--- src/rtl/core/sept_pkg.sv ---
`timescale 1ns / 1ps
// ----------------------------------------------------------------------------
// sept_pkg
// Shared codes and types for the sorted endpoint table.
// ----------------------------------------------------------------------------
package sept_pkg;

  // action codes
  localparam logic ACT_INSERT = 1'b0;
  localparam logic ACT_MOVE   = 1'b1;

  // status codes
  localparam logic [1:0] STATUS_OK      = 2'd0;
  localparam logic [1:0] STATUS_FULL    = 2'd1;
  localparam logic [1:0] STATUS_UNKNOWN = 2'd2;

  // sweep direction of the moving endpoint
  localparam logic DIR_LEFT  = 1'b0;
  localparam logic DIR_RIGHT = 1'b1;

  typedef struct packed {
    logic dir;
    logic mover_is_min;
  } order_ctl_t;

endpackage

--- src/rtl/core/sept_order.sv ---
`timescale 1ns / 1ps
// ----------------------------------------------------------------------------
// sept_order
// Shared compare unit: decides whether the moving endpoint swaps with its
// neighbor. Min endpoints sort before max endpoints at equal values.
// ----------------------------------------------------------------------------
module sept_order
  import sept_pkg::*;
#(
  parameter int VALUE_BITS = 32
) (
  input  order_ctl_t                    ctl,
  input  logic signed [VALUE_BITS-1:0] mover_value,
  input  logic signed [VALUE_BITS-1:0] nb_value,
  input  logic                          nb_is_min,
  output logic                          swap
);

  logic nb_gt;
  logic nb_lt;
  logic nb_eq;

  assign nb_gt = nb_value > mover_value;
  assign nb_lt = nb_value < mover_value;
  assign nb_eq = nb_value == mover_value;

  always_comb begin
    if (ctl.dir == DIR_LEFT) begin
      swap = nb_gt || (nb_eq && ctl.mover_is_min && !nb_is_min);
    end else begin
      swap = nb_lt || (nb_eq && !ctl.mover_is_min && nb_is_min);
    end
  end

endmodule

--- config.mk ---
export PLATFORM = sky130hd
export DESIGN_NAME = sept_order
export DESIGN_NICKNAME = d
export VERILOG_FILES = /design/src/rtl/core/sept_pkg.sv /design/src/rtl/core/sept_order.sv
export SDC_FILE = /design/constraint.sdc
export NUM_CORES = 1
export LEC_CHECK = 0
export CORE_ASPECT_RATIO = 1.1
export CORE_MARGIN = 2
export CORE_UTILIZATION = 55
export DETAILED_ROUTE_END_ITERATION = 6
export DONT_BUFFER_PORTS = 1
export PLACE_DENSITY = 0.8
export SETUP_SLACK_MARGIN = 0.15
export SYNTH_ARGS = -nofsm -noshare
export SYNTH_HDL_FRONTEND = slang
export SYNTH_SLANG_ARGS = --single-unit
--- constraint.sdc ---
create_clock -name vclk -period 2.35
set_clock_uncertainty 0.15 [all_clocks]
set_input_delay 0.1175 -clock vclk [all_inputs]
set_output_delay 0.1175 -clock vclk [all_outputs]
set_load 0.005 [all_outputs]
==> impl_results.md <==
* Status: completed
* Post-Route Setup TNS at 0 ns
* Initial antenna violation count at 0
* Fin area at 1070 um2
* CORE AREA at around 1400 um2
* FF+latch count at 0
* Row count at 14
* Buffers & Inverters on Critical Path at 1
* Die area at between 1500 and 2000 um2
* First-pass DRT Iterations at 4
* Final Wtd Congestion at ~0.72
* M3 GR Usage at 0.0119
* ANT cells at 0
* Post-synthesis sequential area ratio at 0
* RSZ-0062 raised after global routing: true
* Pwr dens at around 150 nW/um2
* Type of the worst setup path: in2out
* DRC Markers at 0
* Global route hottest layer: met2
* Critical Path Sink: swap
* Die W at 41.6 um
* Input/output buffers at 0
* Post-layout nets at 222
* Critical-path maximum fanout at 3
* Syn Nets at 217
* Maximum VDD drop at slightly below 0.00009 V
* Hpwl dp at ~1700 um
* Layout cells sized above 1 at 0.231
* First-pass GRT wire length at about 3300 um
* Dominant cells by area after synthesis: ha_1, inv_1, a21oi_1
* Slew at the pin closest to its max-slew limit at ~0.48 ns
* Avg Cell Area, Syn at between 7 and 8 um2
* Layout area overhead at 25.0%
* Period minus WS final at between 2 and 2.5 ns
* CP startpoint: mover_value[3]
* Hold Vio Cnt, Final at 0
* Leakage Power at between 0.5 and 0.6 nW
* GRT met2 Usage at 0.500
* Fin crit share at 0.976
* Hold/Removal Path Class: in2out
* WP data required at 2.08 ns
* Wire length per cell at between 15 and 20 um
* Worst Path Arrival at just over 2 ns
* Vias in the first global route at ~890
* Storage cell area at 0 um2
* GRT Util Overall at 0.212
* Die Span Y at between 40 and 50 um
* Starting Density at 0.604
* Io pins at 68
* Top-area cell type share of the netlist area at 0.467
* Critical Path End Type: primary output
* Slowest stage delay, CP at 0.50 ns
* Critical path depth in cells at 8
* Drt initial violations at 10
* Area leader, netlist: ha_1
* Gr ovfl total at 0
* PnR Total Power at approximately 0.00016 W
* DR vias at 877
* CP top delay family: compound AO/OA/AOI/OAI gates
* FMAX at 0.436 GHz
* Synth Cell Area at 857 um2
* Routed WL at around 2200 um
* Synth Warn # at 0
* Slew Limit Fails at 0
* CP Cell Sequence: inv_1, ha_4, a21oi_1, a21oi_2, or4b_1, a211o_1, and3_1, o31a_1
* Most common cell after layout, fill and taps aside: inv_1
* Largest net degree at the start of global routing at 4
* Vias/cell at 6.40
* Routing usage on met1 at 0.193
* Startpoint Class: input port
* Clock buf count at 0
* Max stage delay cell, worst path: or4b_1
* Final setup fails at 0
* Placed inst area at 902 um2
* Max-Cap Viols at 0
* Most frequent cells in the layout: inv_1, ha_1, ha_4
* Final ANT Viol Nets at 0
* Slew margin rel. at 0.680
* Synth unique cells at 25
* Mapped Cells at ~120
==> cells by family (layout without fill, tap and decap cells) <==
| group | Yosys count | count (layout) | share of synthesized area |
|---|---|---|---|
| simple gates | 29 | 29 | 0.206 |
| compound gates | 25 | 25 | 0.187 |
| buf+inv | 32 | 35 | 0.140 |
| fa+ha+maj | 32 | 32 | 0.467 |
==> synth_stat cells <==
cell type	instances
nor4_1	1
o21ai_0	2
or3_1	1
nand4_1	9
nand2b_1	1
nand3b_1	1
o211a_1	1
a211oi_1	1
ha_1	32
or4b_1	1
nand2_1	5
and3_1	1
o21a_1	1
nand4b_1	1
o211ai_2	1
a211o_1	1
o31a_1	1
a21o_1	4
nor3b_1	1
a21oi_1	13
nor3_1	1
nor2b_4	1
nand3_1	4
nor2_1	1
inv_1	32
==> worst min path at each step <==
stage          endpoint  slack [ns]  depth (start not counted)   start
2_1_floorplan      swap        0.21                          1  ctl[1]
5_1_grt            swap        0.24                          1  ctl[1]
6_report           swap        0.24                          1  ctl[1]
4_1_cts            swap        0.23                          1  ctl[1]
3_3_place_gp       swap        0.23                          1  ctl[1]
3_5_place_dp       swap        0.23                          1  ctl[1]
==> through the flow <==
step | setup slack (ns) | util | instances | hold slack, ns
finish | 0.0561 | 0.755 | 137 | 0.240
global route | -0.0104 | 0.755 | 137 | 0.243
CTS | 0.150 | 0.705 | 137 | 0.230
detailed placement | 0.0240 | 0.636 | 134 | 0.226
global placement | 0.0883 | 0.636 | 134 | 0.228
floorplan | 0.152 | - | 118 | 0.208
==> per-layer routing <==
metal,up-vias,wire (um)
li1,427,-
met2,48,1210
met4,0,21
met5,-,0
met1,398,786
met3,4,155
==> power by group <==
group / switching [W] / internal [W] / leakage [nW] / total (W)
combinational: 0.0000777 / 0.0000849 / 0.540 / 0.000163
sequential: 0 / 0 / 0 / 0
clock: 0 / 0 / 0 / 0
total: 0.0000777 / 0.0000849 / 0.540 / 0.000163
==> repair_timing <==
| action | in CTS | in global routing |
|---|---|---|
| pin swaps | 15 | 7 |
| buffers inserted | 3 | 0 |
| resized for setup | 7 | 13 |
| setup endpoints to repair | 1 | 1 |
| hold buffers | 0 | 0 |
==> layout make-up <==
| type | instances | area, um2 |
|---|---|---|
| Fill cell | 103 | 348 |
| Inverter | 32 | 120 |
| Multi-Input combinational cell | 86 | 908 |
| Tap cell | 16 | 20.0 |
| Timing Repair Buffer | 3 | 22.5 |
Power figures use the tool's default switching activity.
