--- config.mk ---
export PLATFORM = sky130hd
export DESIGN_NAME = sept_ram
export DESIGN_NICKNAME = d
export VERILOG_FILES = /design/src/rtl/core/sept_ram.sv
export SDC_FILE = /design/constraint.sdc
export NUM_CORES = 1
export LEC_CHECK = 0
export BUFFER_PORTS_ARGS = -buffer_cell sky130_fd_sc_hd__buf_4
export CAP_MARGIN = 20
export CELL_PAD_IN_SITES_DETAIL_PLACEMENT = 0
export CELL_PAD_IN_SITES_GLOBAL_PLACEMENT = 1
export CORE_MARGIN = 2
export CORE_UTILIZATION = 25
export CTS_CLUSTER_SIZE = 24
export DETAILED_ROUTE_END_ITERATION = 16
export GPL_TIMING_DRIVEN = 0
export HOLD_SLACK_MARGIN = 0.12
export PLACE_DENSITY_LB_ADDON = 0.1
export SETUP_SLACK_MARGIN = 0.5
export SLEW_MARGIN = 15
export SYNTH_ARGS = -nofsm -noshare
export SYNTH_HDL_FRONTEND = slang
export SYNTH_SLANG_ARGS = --single-unit
--- constraint.sdc ---
create_clock -name clk -period 1.52 [get_ports clk]
set_input_delay 0.076 -clock clk [delete_from_list [all_inputs] [get_ports clk]]
set_output_delay 0.076 -clock clk [all_outputs]
set_load 0.02 [all_outputs]
--- src/rtl/core/sept_ram.sv ---
`timescale 1ns / 1ps
// ----------------------------------------------------------------------------
// sept_ram
// Simple dual-port memory: one write port, one registered read port.
// ----------------------------------------------------------------------------
module sept_ram #(
  parameter int WIDTH = 8,
  parameter int DEPTH = 16
) (
  input  logic                     clk,
  input  logic                     we,
  input  logic [$clog2(DEPTH)-1:0] waddr,
  input  logic [WIDTH-1:0]         wdata,
  input  logic [$clog2(DEPTH)-1:0] raddr,
  output logic [WIDTH-1:0]         rdata
);

  logic [WIDTH-1:0] mem [DEPTH];

  always_ff @(posedge clk) begin
    if (we) begin
      mem[waddr] <= wdata;
    end
    rdata <= mem[raddr];
  end

endmodule

==> key figures, run 1 <==
Global route
  • Total GRT Usage: a little under an eighth
  • First-pass GRT wire length: around 17 mm
  • Grt ovf: 0
  • Initial antenna violation count: 0
  • Largest net degree at the start of global routing: 17
  • Via count of the first global-routing pass: between 2,000 and 2,500

Critical path
  • Delay of the slowest cell on the worst path: 0.52 ns
  • Required time worst endpoint: around 1.8 ns
  • Startpoint types: flop
  • CP Class: reg -> reg
  • CP Capture Type: flop
  • R2r worst-path depth: 3
  • Crit-path slowest cell: mux4_2
  • CP Max Fanout: 1
  • Crit-path cells: mux4_2 > a22oi_2 > nand2_1
  • CP arrival: ~1.6 ns
  • R2r setup slk: 0.18 ns

Logic synthesis
  • Synth Instances: roughly 230
  • Post-synth top cells: edfxtp_1 (128), mux4_2 (18), a22oi_1 (16)
  • Top cell type's share of synthesized area: 74.7%
  • Sequential element share of the synthesized area: approximately 78%
  • Post-synthesis register bit count: 136
  • Area leader, netlist: edfxtp_1
  • Post-synth ARST share: 0%
  • Cell Area, Synth: about 0.0051 mm2
  • Synth area leaders: edfxtp_1 (75%), mux4_2 (7.9%), mux4_1 (7.1%), dfxtp_1 (3.1%), a22oi_1 (2.3%)
  • Most common cell in the netlist: edfxtp_1
  • Synth warn: 0
  • Net Count, Synth: between 200 and 250
  • Post-synth cell types: 19
  • Synth Area per Inst: roughly 22 um2
  • Number of flops mapped to enable cells by yosys: ~130
  • Synth Flop Type: edfxtp_1

Placed design
  • Port bufs: 24
  • Placed insts: ~520
  • Post-DP HPWL: roughly 7.4 mm
  • Routability cong.: ~0.67

Finish
  • Final #Nets: 300
  • Diodes inserted: 0
  • Area Growth Syn to Fin: 25.8%
  • Layout cells sized above 1: 40.7%
  • Seq. cell area: ~0.0040 mm2
  • Area of the multi-input gates: about 0.0012 mm2
  • Final std cells w/o fill: about 570
  • Fill count: around 1,900

Timing
  • Unrepaired setup endpoints after global routing: true
  • Final hold violations: 0
  • Minimum clock period: 1.34 ns
  • Worst-Margin Slew: 0.842 ns
  • Pins Over Slew Limit: 0
  • Hold WS: approximately 0.14 ns
  • Setup violators final: 0
  • Fmax: between 700 and 800 MHz
  • Skew final: 0.00481 ns
  • Max-slew headroom: 43.6%
  • Final Cycle Share: 88.4%

Clock tree
  • Max H-tree Level: 4
  • CTS buffer count: 17
  • CTS sink cnt: about 140
  • CTS Root Cell: clkbuf_16
  • Worst-Skew Late Latency: 0.41 ns
  • CTS tree: yes
  • Clk pin slew, worst setup/hold paths: approximately 0.060 ns
  • Max Buffers Root-to-Sink: 2

Routing
  • DRC viols: 0
  • Routed WL: around 12 mm
  • Total number of vias: 2,339
  • Number of DRC markers in iteration 0: 150
  • Wire length per cell: a little over 20 um
  • 1st-pass router iterations: 4
  • Vias/cell: approximately 4.1
  • Antenna-violating nets left: 0

Floorplanning
  • DIE HEIGHT: between 100 and 150 um
  • Die W: between 100 and 150 um
  • Number of top-level pins: 26
  • Core Area: about 0.020 mm2
  • Initial Utilization: between 20% and 30%
  • Core Rows: 52
  • Die area: around 0.022 mm2

Pwr
  • Maximum VDD drop: between 0.6 and 0.7 mV
  • Pwr Total: roughly 8600 uW
  • Leakage: between 0.002 and 0.0025 uW
  • Power Density: ~1300 mW/mm2

Min path
  • Worst Hold Class: in -> reg
  • Hold Path Cell Cnt: 2

Flow run
  • Max-Cap Viols: 0

Outcome
  • Status: finished, final reports clean
-- cell usage in the layout, fill, tap and decap left out, drive strengths merged --
cell type	instances
clkdlybuf4s25	3
buf	33
clkbuf	21
dlygate4sd3	8
a22oi	16
nand3	1
nand2	9
bufinv	2
edfxtp	128
mux4	32
nor2	13
nor2b	1
nor3	4
nand3b	2
nand2b	2
dfxtp	8
or3b	1
clkinv	9
and2	1
and2b	1
-- cell type report --
type	count	area share (%)
Multi-Input combinational cell	83	17.9
Clock buffer	21	6.96
Timing Repair Buffer	34	4.64
Tap cell	270	5.22
Clock inverter	11	1.62
Sequential cell	136	61.8
Buffer	10	1.86
-- state kept, by name, summed over array words and instances (netlist names) --
signal,flops
rdata,8
mem,128
-- power by group --
part	switching (uW)	internal (uW)	leakage [uW]	total (uW)
sequential	19.6	4190	0.00122	4210
clock	1450	2430	0.000284	3870
combinational	313	234	0.000559	547
total	1780	6850	0.00207	8630
-- metal layers --
metal / part of all wire [%] / vias to the layer above / GRT usage [%]
met5: 0 / - / 0
met4: 1.7 / 0 / 4.47
met3: 3.3 / 16 / 3.30
met2: 49 / 43 / 18.1
met1: 46 / 1214 / 14.9
li1: - / 1066 / -
-- cell families (layout without fill, tap and decap cells) --
| group | count (synthesis) | count (layout) | share of synthesized area (%) |
|---|---|---|---|
| AOI/OAI and AO/OA | 16 | 16 | 2.33 |
| buffers and inverters | 10 | 76 | 1.68 |
| DFF | 136 | 136 | 77.8 |
| muxes | 32 | 32 | 15.0 |
| and+or+nand+nor | 35 | 35 | 3.18 |
-- worst paths after layout --
kind,to,from
setup / recovery,rdata[7],mem[7][7]
hold / removal,mem[12][3],waddr[1]
setup reg to reg,rdata[7],mem[7][7]
hold reg to reg,rdata[2],mem[10][2]
-- metrics by stage --
step / area [um2] / setup slack [ns] / utilization [%] / setup TNS [ns]
2_1_floorplan: 5190 / 0.341 / - / 0
3_3_place_gp: 5710 / -0.106 / 28.2 / -2.64
3_5_place_dp: 5710 / -0.106 / 28.2 / -2.53
4_1_cts: 6440 / 0.146 / 31.8 / 0
5_1_grt: 6470 / 0.137 / 32.0 / 0
6_report: 6470 / 0.177 / 32.0 / 0
-- critical path, delay by kind of cell, from the launching register on --
kind	cells	cell delay, ns
mux	1	0.52
simple gates	1	0.09
compound gates	1	0.26
flops	1	0.36
-- what timing repair did --
item / in CTS / in global routing
resized for setup: 13 / 6
hold endpoints to repair: 134 / 0
hold buffers: 8 / 0
setup buffers: 2 / 0
gates cloned: 0 / 0
pin swaps: 2 / 2
setup endpoints to repair: 78 / 56
No activity file was read; power rests on OpenSTA's default activity.
==> inputs of run 2 (changes only) <==
==> constraint.sdc (replaced) <==
create_clock -name clk -period 1.6 [get_ports clk]
set_input_delay 0.08 -clock clk [delete_from_list [all_inputs] [get_ports clk]]
set_output_delay 0.08 -clock clk [all_outputs]
set_load 0.02 [all_outputs]
==> run 2 against run 1 <==
Global-route usage up 0.29 points. Core utilization barely moved. Critical path depth unchanged. Sequential power shrank 5.0%. First-iteration DRC count fell by 5.3%. Clock-buffer cell count is 1 lower. Combinational power shrank 4.9%. Sequential share of layout area is essentially flat. Maximum frequency grew 0.83%. Clock skew rose by 0.0012 ns. Flip-flop and latch count is the same.
==> key figures, run 2 (same netlist as run 1, synthesis figures left out) <==
Outcome
  • Status: finished, final reports clean

Clock tree
  • Clk pin slew, worst setup/hold paths: about 0.060 ns
  • Worst-Skew Late Latency: 0.42 ns
  • CTS Root Cell: clkbuf_16
  • CTS sink cnt: 136
  • CTS buffer count: 17
  • Max Buffers Root-to-Sink: 2
  • Max H-tree Level: 4
  • CTS tree: yes

Pwr
  • Net Sw Frac: between 20% and 30%
  • Reg power frac: between 40% and 50%
  • Leakage: a little over 0.002 uW
  • Maximum VDD drop: ~0.55 mV
  • Power Density: 1280 mW/mm2
  • Combinational share of power: 6.3%
  • Sw power: roughly 1800 uW
  • Clock share of power: between 40% and 50%
  • Internal: about 6500 uW

Placed design
  • Post-DP HPWL: 7.54 mm
  • Worst slack, placed: -0.0450 ns
  • Port bufs: 24
  • Routability cong.: between 0.6 and 0.7
  • Placed insts: around 520

Global route
  • Initial antenna violation count: 0
  • GR Layer Usage met1: 15.3%
  • Grt ovf: 0
  • Met2 Use GR: between 10% and 20%
  • First-pass GRT wire length: 17.3 mm
  • Largest net degree at the start of global routing: 17
  • GR Util met3: roughly 3.4%
  • Total GRT Usage: a little under an eighth
  • Via count of the first global-routing pass: about 2,600
  • GR peak layer: met2

Timing
  • Pins Over Slew Limit: 0
  • Final hold violations: 0
  • Worst Slack Setup Final: 0.268 ns
  • Minimum clock period: roughly 1.3 ns
  • Post-route setup TNS: 0 ns
  • Skew final: approximately 0.0060 ns
  • Setup violators final: 0
  • Worst-Margin Slew: ~0.86 ns
  • Final Cycle Share: between 80% and 90%
  • Fmax: 751 MHz
  • Hold WS: ~0.13 ns
  • Unrepaired setup endpoints after global routing: true
  • Max-slew headroom: between 40% and 50%

Routing
  • Wire length per cell: between 20 and 25 um
  • Number of DRC markers in iteration 0: roughly 140
  • Total number of vias: roughly 2,400
  • Routed WL: about 12 mm
  • DRC viols: 0
  • 1st-pass router iterations: 4
  • Antenna-violating nets left: 0
  • Vias/cell: ~4.2

Floorplanning
  • Core Area: about 0.020 mm2
  • Initial Utilization: approximately a quarter
  • Core Rows: 52
  • Die area: roughly 0.022 mm2
  • Die W: about 150 um
  • Number of top-level pins: 26
  • DIE HEIGHT: around 150 um

Finish
  • Commonest non-fill, non-tap cell in the layout: edfxtp_1
  • Layout cells sized above 1: 42.9%
  • Final std cells w/o fill: 564
  • Fill count: between 1,500 and 2,000
  • Diodes inserted: 0
  • Commonest non-fill, non-tap cells in the layout: edfxtp_1 (128), mux4_2 (32), buf_4 (24), clkbuf_16 (20), a22oi_2 (10)
  • Max reg flops: about 130
  • Area Growth Syn to Fin: 25.7%
  • Area of the multi-input gates: between 0.001 and 0.0015 mm2
  • Most flops, register: mem
  • Seq. cell area: around 0.004 mm2
  • Regs by FF count: mem x128, rdata x8
  • Final #Nets: ~300

Critical path
  • Delay of the slowest cell on the worst path: between 0.5 and 0.6 ns
  • CP Max Fanout: 1
  • CP arrival: ~1.6 ns
  • Startpoint types: flop
  • CP Class: reg -> reg
  • CP Capture Type: flop
  • Crit-path slowest cell: mux4_2
  • Crit-path cells: mux4_2 > a22oi_2 > nand2_1
  • Required time worst endpoint: approximately 1.9 ns

Flow run
  • Max-Cap Viols: 0

Min path
  • Worst Hold Class: in -> reg
[run 2: worst paths after layout]
kind	startpoint	slack, ns	end	depth (start not counted)
setup / recovery	mem[15][7]	0.27	rdata[7]	3
hold / removal	waddr[0]	0.13	mem[4][5]	2
setup reg to reg	mem[15][7]	0.27	rdata[7]	3
hold reg to reg	mem[11][3]	0.69	rdata[3]	3
[run 2: critical path: cells and delay by family, from the launching register on]
family           cells  cell delay (ns)
multiplexers         1             0.52
flip-flops           1             0.36
AND/OR/NAND/NOR      1             0.11
AO/OA/AOI/OAI        1             0.21
[run 2: power groups by stage]
stage	combinational [uW]	sequential (uW)	clock, uW
finish	520	4000	3760
global placement	492	4070	0
detailed placement	493	4080	0
floorplan	228	4100	0
global route	566	4010	4000
CTS	532	4000	3850
[run 2: per-layer routing]
metal	up-vias	wire, um
li1	1067	-
met1	1256	5440
met2	47	5680
met3	11	386
met4	0	215
met5	-	0
[run 2: through the flow]
step	util, %	instance area (um2)	power [uW]
after global routing	32.0	6470	8570
after CTS	31.9	6460	8380
after global placement	28.2	5700	4570
after detailed placement	28.2	5700	4570
final	32.0	6470	8280
after floorplan	-	5180	4330
[run 2: cell type report]
| class | instances | area share, % |
|---|---|---|
| tap | 270 | 5.22 |
| multi-input combinational | 83 | 17.6 |
| clock buffer | 20 | 7.73 |
| timing repair buffer | 33 | 4.33 |
| clock inverter | 12 | 1.37 |
| sequential | 136 | 61.9 |
| buffer | 10 | 1.86 |
[run 2: repair_timing]
item / CTS / global route
hold buffers: 8 / 0
gates resized for setup: 17 / 4
pin swaps: 1 / 0
buffers inserted: 1 / 0
endpoints found under the setup margin: 80 / 32
endpoints found under the hold margin: 136 / 0
==> inputs of run 3 (changes only) <==
==> constraint.sdc (replaced) <==
create_clock -name clk -period 1.1 [get_ports clk]
set_input_delay 0.055 -clock clk [delete_from_list [all_inputs] [get_ports clk]]
set_output_delay 0.055 -clock clk [all_outputs]
set_load 0.02 [all_outputs]
==> run 3 against run 2 <==
The flow now finishes with violations (hold timing, setup timing). Die area stayed put. Sequential share of layout area is 3.8 points lower. Via count is 4.5% higher. Clock-buffer cell count stayed put. Cell count is 2.8% higher. Largest power group unchanged.
==> key figures, run 3 (same netlist as run 1, synthesis figures left out) <==
Outcome
  • Status: complete, but fails checks
  • Failing checks: hold timing, setup timing

Global route
  • Grt ovf: 0
  • First-pass GRT wire length: between 15 and 20 mm
  • Via count of the first global-routing pass: ~2,800
  • Largest net degree at the start of global routing: 17
  • Initial antenna violation count: 0
  • Total GRT Usage: between 10% and 20%

Finish
  • Commonest non-fill, non-tap cells in the layout: edfxtp_1 (128), mux4_2 (32), buf_12 (18), clkbuf_16 (17), buf_6 (17)
  • Area Growth Syn to Fin: 34.3%
  • Max reg flops: around 130
  • Commonest non-fill, non-tap cell in the layout: edfxtp_1
  • Diodes inserted: 0
  • Most flops, register: mem
  • Final #Nets: about 320
  • Layout cells sized above 1: a little over half
  • Util after Layout: about a third
  • Regs by FF count: mem x128, rdata x8

Placed design
  • Routability cong.: roughly 0.67
  • Port bufs: 24
  • Worst slack, placed: -0.512 ns
  • Post-DP HPWL: approximately 7.4 mm

Critical path
  • Worst R2R End: rdata[7]
  • CP Max Fanout: 1
  • RR Startpoint: mem[9][7]
  • CP Class: reg -> reg
  • R2r setup slk: -0.21 ns
  • R2r worst-path depth: 3
  • Required time worst endpoint: about 1.4 ns
  • Setup crit start: mem[9][7]
  • Crit-path cells: mux4_2 > a22oi_2 > nand2_2
  • Delay of the slowest cell on the worst path: between 0.4 and 0.5 ns
  • Crit-path slowest cell: mux4_2
  • Startpoint types: flop
  • CP Capture Type: flop
  • CP arrival: 1.59 ns
  • Crit path to: rdata[7]

Timing
  • Skew final: between 0.006 and 0.007 ns
  • Final Cycle Share: 119%
  • Minimum clock period: roughly 1.3 ns
  • Setup violators final: 8
  • Worst Slack Setup Final: -0.212 ns
  • Max-slew headroom: between 20% and 30%
  • Pins Over Slew Limit: 0
  • Hold WS: -0.0428 ns
  • Final hold violations: approximately 130
  • Worst-Margin Slew: between 1 and 1.5 ns
  • Unrepaired setup endpoints after global routing: true
  • Post-route setup TNS: -1.24 ns
  • Fmax: 762 MHz

Routing
  • Vias/cell: 4.29
  • Routed WL: 11.6 mm
  • 1st-pass router iterations: 6
  • Antenna-violating nets left: 0
  • Wire length per cell: around 20 um
  • Number of DRC markers in iteration 0: about 210
  • Total number of vias: between 2,000 and 2,500
  • DRC viols: 0

Pwr
  • Pwr Total: roughly 12,000 uW
  • Power Density: 1740 mW/mm2
  • Maximum VDD drop: approximately 0.86 mV
  • Combinational share of power: 6.9%
  • Reg power frac: ~49%
  • Clock share of power: between 40% and 50%
  • Leakage: ~0.0022 uW
  • Sw power: between 2000 and 3000 uW
  • Net Sw Frac: about a fifth
  • Internal: 9470 uW

Floorplanning
  • Core Area: 0.0202 mm2
  • DIE HEIGHT: 147 um
  • Initial Utilization: roughly a quarter
  • Die area: around 0.022 mm2
  • Number of top-level pins: 26
  • Core Rows: between 50 and 60
  • Die W: approximately 150 um

Clock tree
  • Max Buffers Root-to-Sink: 2
  • CTS Root Cell: clkbuf_16
  • Max H-tree Level: 4
  • CTS tree: yes
  • Clk pin slew, worst setup/hold paths: 0.06 ns
  • CTS sink cnt: ~140
  • Worst-Skew Late Latency: roughly 0.4 ns
  • CTS buffer count: 17

Flow run
  • Max-Cap Viols: 0

Min path
  • Worst Hold Class: in -> reg
run 3: power groups by stage:
stage / clock [uW] / combinational (uW) / sequential (uW)
final: 5370 / 830 / 5840
after global routing: 5730 / 901 / 5840
after CTS: 5510 / 840 / 5840
after detailed placement: 0 / 723 / 5930
after global placement: 0 / 723 / 5930
after floorplan: 0 / 349 / 5970
run 3: layout make-up:
class | instances | area [um2]
flip-flops and latches | 136 | 4010
fillers | 1889 | 13300
well taps | 270 | 338
clock inverters | 12 | 101
repair buffers | 49 | 647
multi-input cells | 83 | 1230
clock buffers | 20 | 467
plain buffers | 10 | 115
run 3: critical path, delay by kind of cell (launching register included):
family             cells  cell delay (ns)
muxes                  1             0.48
DFF                    1             0.38
and+or+nand+nor        1             0.10
AOI/OAI and AO/OA      1             0.23
run 3: how the worst min path moves through the flow:
stage	cells past startpoint	slack (ns)	from	endpoint
after floorplan	0	0.15	wdata[0]	mem[0][0]
after global placement	1	0.38	wdata[7]	mem[0][7]
after detailed placement	1	0.39	wdata[2]	mem[1][2]
after CTS	1	-0.05	wdata[5]	mem[14][5]
after global routing	1	-0.04	wdata[6]	mem[14][6]
final	1	-0.04	wdata[0]	mem[14][0]
run 3: timing repair:
item                                    CTS  global route
endpoints found under the setup margin  144           125
buffers inserted                         23             2
pin swaps                                19            13
cloned                                    0             0
resized for setup                        40             6
endpoints found under the hold margin   128           128
run 3: layer usage:
layer / vias up / share of wire, % / track usage [%]
met5: - / 0 / 0
met4: 0 / 1.7 / 4.71
met1: 1314 / 44 / 15.0
li1: 1102 / - / -
met3: 15 / 4.8 / 3.43
met2: 58 / 49 / 18.8
run 3: through the flow:
| step | hold slack, ns | area (um2) | cells |
|---|---|---|---|
| after floorplan | 0.154 | 5270 | 229 |
| after global placement | 0.382 | 5780 | 523 |
| after detailed placement | 0.386 | 5780 | 523 |
| after CTS | -0.0518 | 6860 | 578 |
| after global routing | -0.0414 | 6910 | 580 |
| final | -0.0428 | 6910 | 580 |
